File: config.mk
export PLATFORM = sky130hd
export DESIGN_NAME = ppm_rgb_stream_splitter_unit
export DESIGN_NICKNAME = d
export VERILOG_FILES = /design/src/hw/rtl/ppmrgb_pkg.sv /design/src/hw/rtl/ppm_rgb_stream_splitter_unit.sv
export VERILOG_INCLUDE_DIRS = /design/src /design/src/hw/rtl
export SDC_FILE = /design/constraint.sdc
export NUM_CORES = 1
export LEC_CHECK = 0
export ABC_AREA = 1
export BUFFER_PORTS_ARGS = -buffer_cell sky130_fd_sc_hd__buf_2
export CAP_MARGIN = 0
export CORE_ASPECT_RATIO = 0.8
export CORE_MARGIN = 2
export CORE_UTILIZATION = 45
export CTS_CLUSTER_DIAMETER = 200
export DETAILED_ROUTE_END_ITERATION = 12
export SLEW_MARGIN = 20
export SYNTH_ARGS = -nofsm -noshare
export SYNTH_HDL_FRONTEND = slang
export SYNTH_SLANG_ARGS = --single-unit
File: constraint.sdc
create_clock -name clock -period 10.65 [get_ports clock]
set_input_delay 2.13 -clock clock [delete_from_list [all_inputs] [get_ports clock]]
set_output_delay 2.13 -clock clock [all_outputs]
set_load 0.03 [all_outputs]
File: src/hw/rtl/ppm_rgb_stream_splitter_unit_macros.svh
// assertion macros for the ppm rgb stream splitter
`ifndef PPM_RGB_STREAM_SPLITTER_UNIT_MACROS_SVH
`define PPM_RGB_STREAM_SPLITTER_UNIT_MACROS_SVH

// same-cycle implication, disabled during reset
`define PPMRGB_ASSERT_NOW(label, clk, rst, ante, cons, msg) \
   label: assert property (@(posedge clk) disable iff (rst) (ante) |-> (cons)) \
      else $error(msg);

// next-cycle implication, disabled during reset
`define PPMRGB_ASSERT_NEXT(label, clk, rst, ante, cons, msg) \
   label: assert property (@(posedge clk) disable iff (rst) (ante) |=> (cons)) \
      else $error(msg);

`endif

File: src/hw/rtl/ppmrgb_pkg.sv
// types and constants for the ppm rgb stream splitter
`timescale 1ns / 1ps

package ppmrgb_pkg;

   localparam logic [1:0] CH_RED   = 2'd0;
   localparam logic [1:0] CH_GREEN = 2'd1;
   localparam logic [1:0] CH_BLUE  = 2'd2;

   localparam int RSP_DATA_BITS = 56;

   typedef struct packed {
      logic [1:0]  channel;
      logic [7:0]  sample;
      logic [15:0] pixel_column;
      logic [15:0] pixel_row;
      logic [15:0] max_value;
      logic        last_of_image;
   } ppmrgb_result_type;

endpackage

File: src/hw/rtl/ppm_rgb_stream_splitter_unit.sv
// top level of the ppm rgb stream splitter: header parse and rgb sample tagging
`timescale 1ns / 1ps
`include "ppm_rgb_stream_splitter_unit_macros.svh"
//
// usage
//   req channel: one byte of a binary ppm (p6) file per request on req_tdata
//   header: whitespace separated tokens; tokens with a non-digit are dropped,
//   the first three numeric tokens give width, height and maxval, and the
//   whitespace byte ending maxval ends the header (header bytes give no output)
//   rsp channel: one result per data byte inside the image, carrying the
//   sample, its pixel column and row, maxval, the color on rsp_tuser and
//   rsp_tlast on the blue sample of the final pixel
//   bytes past the image, or any data when width or height is zero, give nothing
//   an accepted data byte is registered, into the skid register if rsp is held
//   throughput: one byte per cycle while req_tready is high, set by the single state update per byte
//   stall: a result held on rsp waits while one more result goes to a skid
//   register; req_tready drops only while that skid register is full
//   reset: synchronous, active high; returns to header parsing with all
//   counts and header values cleared and both output registers empty
//
module ppm_rgb_stream_splitter_unit
   import ppmrgb_pkg::*;
#(
   parameter int DIM_BITS = 16
) (
   input  logic                     clock,
   input  logic                     reset,
   input  logic                     req_tvalid,
   output logic                     req_tready,
   input  logic [7:0]               req_tdata,   // byte_in[7:0]
   output logic                     rsp_tvalid,
   input  logic                     rsp_tready,
   // sample[7:0], pixel_column[23:8], pixel_row[39:24], max_value[55:40]
   output logic [RSP_DATA_BITS-1:0] rsp_tdata,
   output logic [1:0]               rsp_tuser,   // channel[1:0]
   output logic                     rsp_tlast    // last_of_image
);

   // parser phase codes
   localparam logic [1:0] PH_HEADER = 2'd0;
   localparam logic [1:0] PH_DATA   = 2'd1;
   localparam logic [1:0] PH_DONE   = 2'd2;

   // accumulator holds ten times the largest value plus a digit
   localparam int ACC_BITS = DIM_BITS + 4;

   // parser and image state
   logic [1:0]          phase_ff, phase_in;
   logic [1:0]          field_ff, field_in;
   logic [DIM_BITS-1:0] number_ff, number_in;
   logic                has_chars_ff, has_chars_in;
   logic                bad_ff, bad_in;
   logic [DIM_BITS-1:0] width_ff, width_in;
   logic [DIM_BITS-1:0] height_ff, height_in;
   logic [DIM_BITS-1:0] maxval_ff, maxval_in;
   logic [1:0]          chan_ff, chan_in;
   logic [DIM_BITS-1:0] col_ff, col_in;
   logic [DIM_BITS-1:0] row_ff, row_in;

   // output register and skid register
   logic                rsp_valid_ff, rsp_valid_in;
   ppmrgb_result_type   rsp_ff, rsp_in;
   logic                skid_valid_ff, skid_valid_in;
   ppmrgb_result_type   skid_ff, skid_in;

   logic                req_take;
   logic                rsp_take;
   logic                produce;
   logic                is_space;
   logic                is_digit;
   logic [ACC_BITS-1:0] acc;
   logic [DIM_BITS:0]   col_inc;
   logic [DIM_BITS:0]   row_inc;
   logic [31:0]         col_wide;
   logic [31:0]         row_wide;
   logic [31:0]         maxval_wide;
   ppmrgb_result_type   new_result;

   assign req_tready = !skid_valid_ff;
   assign req_take   = req_tvalid && req_tready;
   assign rsp_take   = rsp_valid_ff && rsp_tready;
   assign produce    = req_take && (phase_ff == PH_DATA);

   assign is_space = req_tdata inside {[8'd9:8'd13], 8'd32};
   assign is_digit = req_tdata inside {[8'h30:8'h39]};

   // decimal step: number * 8 + number * 2 + digit
   assign acc = ({4'b0000, number_ff} << 3) + ({4'b0000, number_ff} << 1)
              + ACC_BITS'(req_tdata[3:0]);

   assign col_inc = {1'b0, col_ff} + 1'b1;
   assign row_inc = {1'b0, row_ff} + 1'b1;

   // output fields carry the low 16 bits of the dimension counters
   assign col_wide    = 32'(col_ff);
   assign row_wide    = 32'(row_ff);
   assign maxval_wide = 32'(maxval_ff);

   always_comb begin
      new_result.channel       = chan_ff;
      new_result.sample        = req_tdata;
      new_result.pixel_column  = col_wide[15:0];
      new_result.pixel_row     = row_wide[15:0];
      new_result.max_value     = maxval_wide[15:0];
      new_result.last_of_image = (chan_ff == CH_BLUE) && (col_inc == {1'b0, width_ff})
                              && (row_inc == {1'b0, height_ff});
   end

   // header parse and pixel counting, one byte per accepted request
   always_comb begin
      phase_in     = phase_ff;
      field_in     = field_ff;
      number_in    = number_ff;
      has_chars_in = has_chars_ff;
      bad_in       = bad_ff;
      width_in     = width_ff;
      height_in    = height_ff;
      maxval_in    = maxval_ff;
      chan_in      = chan_ff;
      col_in       = col_ff;
      row_in       = row_ff;
      if (req_take) begin
         case (phase_ff)
            PH_HEADER: begin
               if (is_space) begin
                  // end of token; empty or non-numeric tokens are dropped
                  if (has_chars_ff && !bad_ff) begin
                     case (field_ff)
                        2'd0:    width_in  = number_ff;
                        2'd1:    height_in = number_ff;
                        default: maxval_in = number_ff;
                     endcase
                     field_in = field_ff + 2'd1;
                     if (field_ff == 2'd2) begin
                        phase_in = ((width_ff == '0) || (height_ff == '0)) ? PH_DONE
                                                                           : PH_DATA;
                     end
                  end
                  number_in    = '0;
                  has_chars_in = 1'b0;
                  bad_in       = 1'b0;
               end else begin
                  has_chars_in = 1'b1;
                  if (is_digit) begin
                     // saturate at the dimension limit
                     number_in = (|acc[ACC_BITS-1:DIM_BITS]) ? '1 : acc[DIM_BITS-1:0];
                  end else begin
                     bad_in = 1'b1;
                  end
               end
            end
            PH_DATA: begin
               if (chan_ff == CH_BLUE) begin
                  chan_in = CH_RED;
                  if (col_inc >= {1'b0, width_ff}) begin
                     col_in = '0;
                     row_in = row_inc[DIM_BITS-1:0];
                     if (row_inc >= {1'b0, height_ff}) begin
                        phase_in = PH_DONE;
                     end
                  end else begin
                     col_in = col_inc[DIM_BITS-1:0];
                  end
               end else begin
                  chan_in = chan_ff + 2'd1;
               end
            end
            default: begin
               // done: trailing bytes are swallowed
            end
         endcase
      end
   end

   // output register with skid stage behind it
   always_comb begin
      rsp_valid_in  = rsp_valid_ff;
      rsp_in        = rsp_ff;
      skid_valid_in = skid_valid_ff;
      skid_in       = skid_ff;
      if (!rsp_valid_ff || rsp_take) begin
         if (skid_valid_ff) begin
            rsp_valid_in  = 1'b1;
            rsp_in        = skid_ff;
            skid_valid_in = 1'b0;
         end else begin
            rsp_valid_in = produce;
            rsp_in       = new_result;
         end
      end else if (produce) begin
         skid_valid_in = 1'b1;
         skid_in       = new_result;
      end
   end

   always_ff @(posedge clock) begin
      if (reset) begin
         phase_ff      <= PH_HEADER;
         field_ff      <= 2'd0;
         number_ff     <= '0;
         has_chars_ff  <= 1'b0;
         bad_ff        <= 1'b0;
         width_ff      <= '0;
         height_ff     <= '0;
         maxval_ff     <= '0;
         chan_ff       <= CH_RED;
         col_ff        <= '0;
         row_ff        <= '0;
         rsp_valid_ff  <= 1'b0;
         skid_valid_ff <= 1'b0;
      end else begin
         phase_ff      <= phase_in;
         field_ff      <= field_in;
         number_ff     <= number_in;
         has_chars_ff  <= has_chars_in;
         bad_ff        <= bad_in;
         width_ff      <= width_in;
         height_ff     <= height_in;
         maxval_ff     <= maxval_in;
         chan_ff       <= chan_in;
         col_ff        <= col_in;
         row_ff        <= row_in;
         rsp_valid_ff  <= rsp_valid_in;
         skid_valid_ff <= skid_valid_in;
      end
   end

   always_ff @(posedge clock) begin
      rsp_ff  <= rsp_in;
      skid_ff <= skid_in;
   end

   assign rsp_tvalid = rsp_valid_ff;
   assign rsp_tdata  = {rsp_ff.max_value, rsp_ff.pixel_row, rsp_ff.pixel_column,
                        rsp_ff.sample};
   assign rsp_tuser  = rsp_ff.channel;
   assign rsp_tlast  = rsp_ff.last_of_image;

   // checks
   `PPMRGB_ASSERT_NOW(a_skid_behind_rsp, clock, reset, skid_valid_ff, rsp_valid_ff,
      "skid register full while output register empty")
   `PPMRGB_ASSERT_NOW(a_no_rsp_in_header, clock, reset, phase_ff == PH_HEADER,
      !rsp_valid_ff && !skid_valid_ff, "result produced during header")
   `PPMRGB_ASSERT_NOW(a_last_is_blue, clock, reset, rsp_valid_ff && rsp_ff.last_of_image,
      rsp_ff.channel == CH_BLUE, "last flag on a non-blue sample")
   `PPMRGB_ASSERT_NOW(a_col_in_range, clock, reset, phase_ff == PH_DATA,
      col_ff < width_ff && row_ff < height_ff, "pixel position outside the image")
   `PPMRGB_ASSERT_NEXT(a_red_then_green, clock, reset, produce && chan_ff == CH_RED,
      chan_ff == CH_GREEN, "channel did not advance after red")

endmodule
==> metrics.yaml <==
clock_tree:
  clock-sinks: 224
  postCtsHoldBufs: 0
  cts_max_level: 1
  cts_setup_buffers: 0
  cts_root_buf: "clkbuf_16"
  cts_buffer_depth: 3
  insertion_delay_ps: 530
  cts.reportedPaths.clkPinSlew_ps: 60
  cts_tree: "done"
  cts_made_buffers: 25
  ctsResizeCount: 0
yosys:
  ys_types: 40
  synth_compound_gate_area_share: 0.109
  yosys_warnings: 0
  synth_edf_count: 118
  synth.area.mux_share: 0.00102
  synth_xor_area_frac: 0.0277
  synth-main-ff-cell: "edfxtp_1"
  synth.most_common_cell: "nand2_1"
  synth_common_cells: "nand2_1, inv_1, edfxtp_1, o21ai_0"
  avgSynthCellArea_um2: 8.68
  yosysTopAreaCellShare: 0.320
  synth_top_family_by_area: "simple AND/OR/NAND/NOR gates"
  syn_area_mm2: 0.0111
  syn_nets: 1358
  yosysTopAreaCell: "edfxtp_1"
  synth-simple-area-share: 0.195
  synth_fa_ha_area_frac: 0.0805
  ys_async_sr_fraction: 0
  ys_seq_area_frac: 0.512
  netlist_instances: 1276
  synthTopCellsByArea: "edfxtp_1, dfxtp_1, nand2_1"
  synth-seq-cells: 224
drt:
  drc: 0
  vias: 8298
  vias_per_cell: 4.95
  routedWlPerCell_um: 14.7
  drt_iter0_drc: 521
  drtAntennaViolNets: 0
  drt-total-wl_mm: 24.6
  first_pass_iters: 5
worst_setup_path:
  critPathMaxFanout: 16
  startpoint_type: "input pin"
  crit_required_ps: 11030
  endpoint_kind: "flop"
  r2r_cells: 21
  critPathArrivalTime_ps: 4730
  worst-setup-path-type: "input pin to flop"
pwr:
  p_sw_w: 0.000373
  power_density_mw_per_mm2: 147
  leakage_nw: 5.61
  p_sw_frac: 0.202
  power_frac_comb: 0.018
  pwr-share-seq: 0.490
  pwr-share-clk: 0.492
  internal_power_w: 0.00147
  ir_drop_uv: 100
grt:
  grt_start_max_net_pins: 68
  track_usage: 0.193
  first_global_vias: 7754
  grt_pass1_wl_mm: 39.8
  grt-ovfl-total: 0
  antenna_found_initial: 0
timing:
  final-hold-violation-count: 0
  final_max_slew_viol_count: 0
  worst_pin_slew_ps: 986
  fmax_mhz: 230
  finalCritPeriodShare: 0.408
  period_minus_slack_ps: 4350
  finalSetupViolCount: 0
  fin_skew_ps: 8.46
  fin_ws_ps: 6300
  rsz0062_at_grt: "false"
  fin_tns_setup_ps: 0
  slew_headroom: 0.341
floorplanning:
  start_util: 0.457
  die_x_um: 179
  die_height_um: 144
  io_pins: 73
  die-area_mm2: 0.0259
  core_mm2: 0.0242
  rows: 51
finish:
  drive_above_1_share: 0.116
  nets: 1421
  n_antenna_cell: 0
  area_delta_synth_final_pct: 13.3
run_status:
  status: "completed"
run:
  maxCapViolCount: 0
placement:
  place.gp.congestion: 0.901
  portBuffers: 72
  dpl.hpwl_mm: 17.4
  dp_slack_ps: 5780
hold_path:
  hold_depth: 0
  hold_path.class: "flop to flop"
[worst max-delay path: stages]
cell,delay [ps]
buf_2,140
fa_1,530
fa_1,470
nand3_1,90
nand2_1,120
nand2_1,90
nand2_1,90
nand2_1,90
nand2_1,50
nand2_1,50
nand2_1,60
nor2_2,500
nand3_1,170
nand2_1,100
a21oi_1,50
[sequential cells by signal, indices dropped and copies added (netlist names)]
register / cells
maxval_ff: 16
skid_ff: 59
width_ff: 16
rsp_tvalid: 1
bad_ff: 1
col_ff: 16
rsp_tlast: 1
row_ff: 16
chan_ff: 2
phase_ff: 2
rsp_tdata: 56
skid_valid_ff: 1
field_ff: 2
rsp_tuser: 2
number_ff: 16
height_ff: 16
has_chars_ff: 1
[cell families after synthesis]
family	Yosys count
buffers and inverters	207
xor gates and xnor gates	35
muxes	1
and+or+nand+nor	503
AOI/OAI and AO/OA	236
DFF	224
adders and majority gates	70
[final cells by class]
type	count	area (µm²)
fillers	2308	11700
clock buffers	33	696
flip-flops and latches	224	5670
multi-input cells	845	4580
inverters	167	629
well taps	318	398
repair buffers	76	390
clock inverters	13	180
[stage by stage]
step           instance area (µm²)  power, W  instances  hold slack (ps)   util
4_1_cts                      12500   0.00186       1676              425  0.517
2_1_floorplan                11100  0.000946       1276              408      -
3_5_place_dp                 11700  0.000957       1630              413  0.481
3_3_place_gp                 11700  0.000957       1630              409  0.481
6_report                     12500   0.00184       1676              425  0.517
5_1_grt                      12500   0.00190       1676              436  0.517
[metal layers]
layer	wire [µm]	vias up	track usage
li1	-	4334	-
met1	12400	3812	0.284
met2	10900	121	0.302
met3	890	31	0.0276
met4	411	0	0.0437
met5	0	-	0
[power groups by stage]
stage	registers, W	clock network (W)	logic (W)
global placement	0.000923	0	0.0000335
CTS	0.000905	0.000923	0.0000339
finish	0.000905	0.000907	0.0000334
global route	0.000904	0.000962	0.0000380
detailed placement	0.000923	0	0.0000339
floorplan	0.000926	0	0.0000197
[worst paths after layout]
check	to	start	slack (ps)
worst max-delay path	number_ff[8]	req_tdata[3]	6300
worst min-delay path	skid_ff[11]	maxval_ff[10]	430
worst max register to register	row_ff[4]	col_ff[1]	6590
worst min register to register	skid_ff[11]	maxval_ff[10]	430
[cell usage in the layout (no fill, tap or decap), types with 5 or more instances in the layout]
cell type,n
buf_2,72
a21oi_1,106
inv_1,161
ha_1,68
xor2_1,25
clkbuf_16,25
xnor2_1,10
inv_2,5
dfxtp_1,105
nand3_1,42
nor4_1,8
o21ai_0,113
nor3_1,9
nand2_2,5
o21ai_1,10
nand4_1,9
nor2_2,17
nor2_1,82
edfxtp_1,118
nand2_1,314
Note: power is estimated with default switching activity, not from simulation.
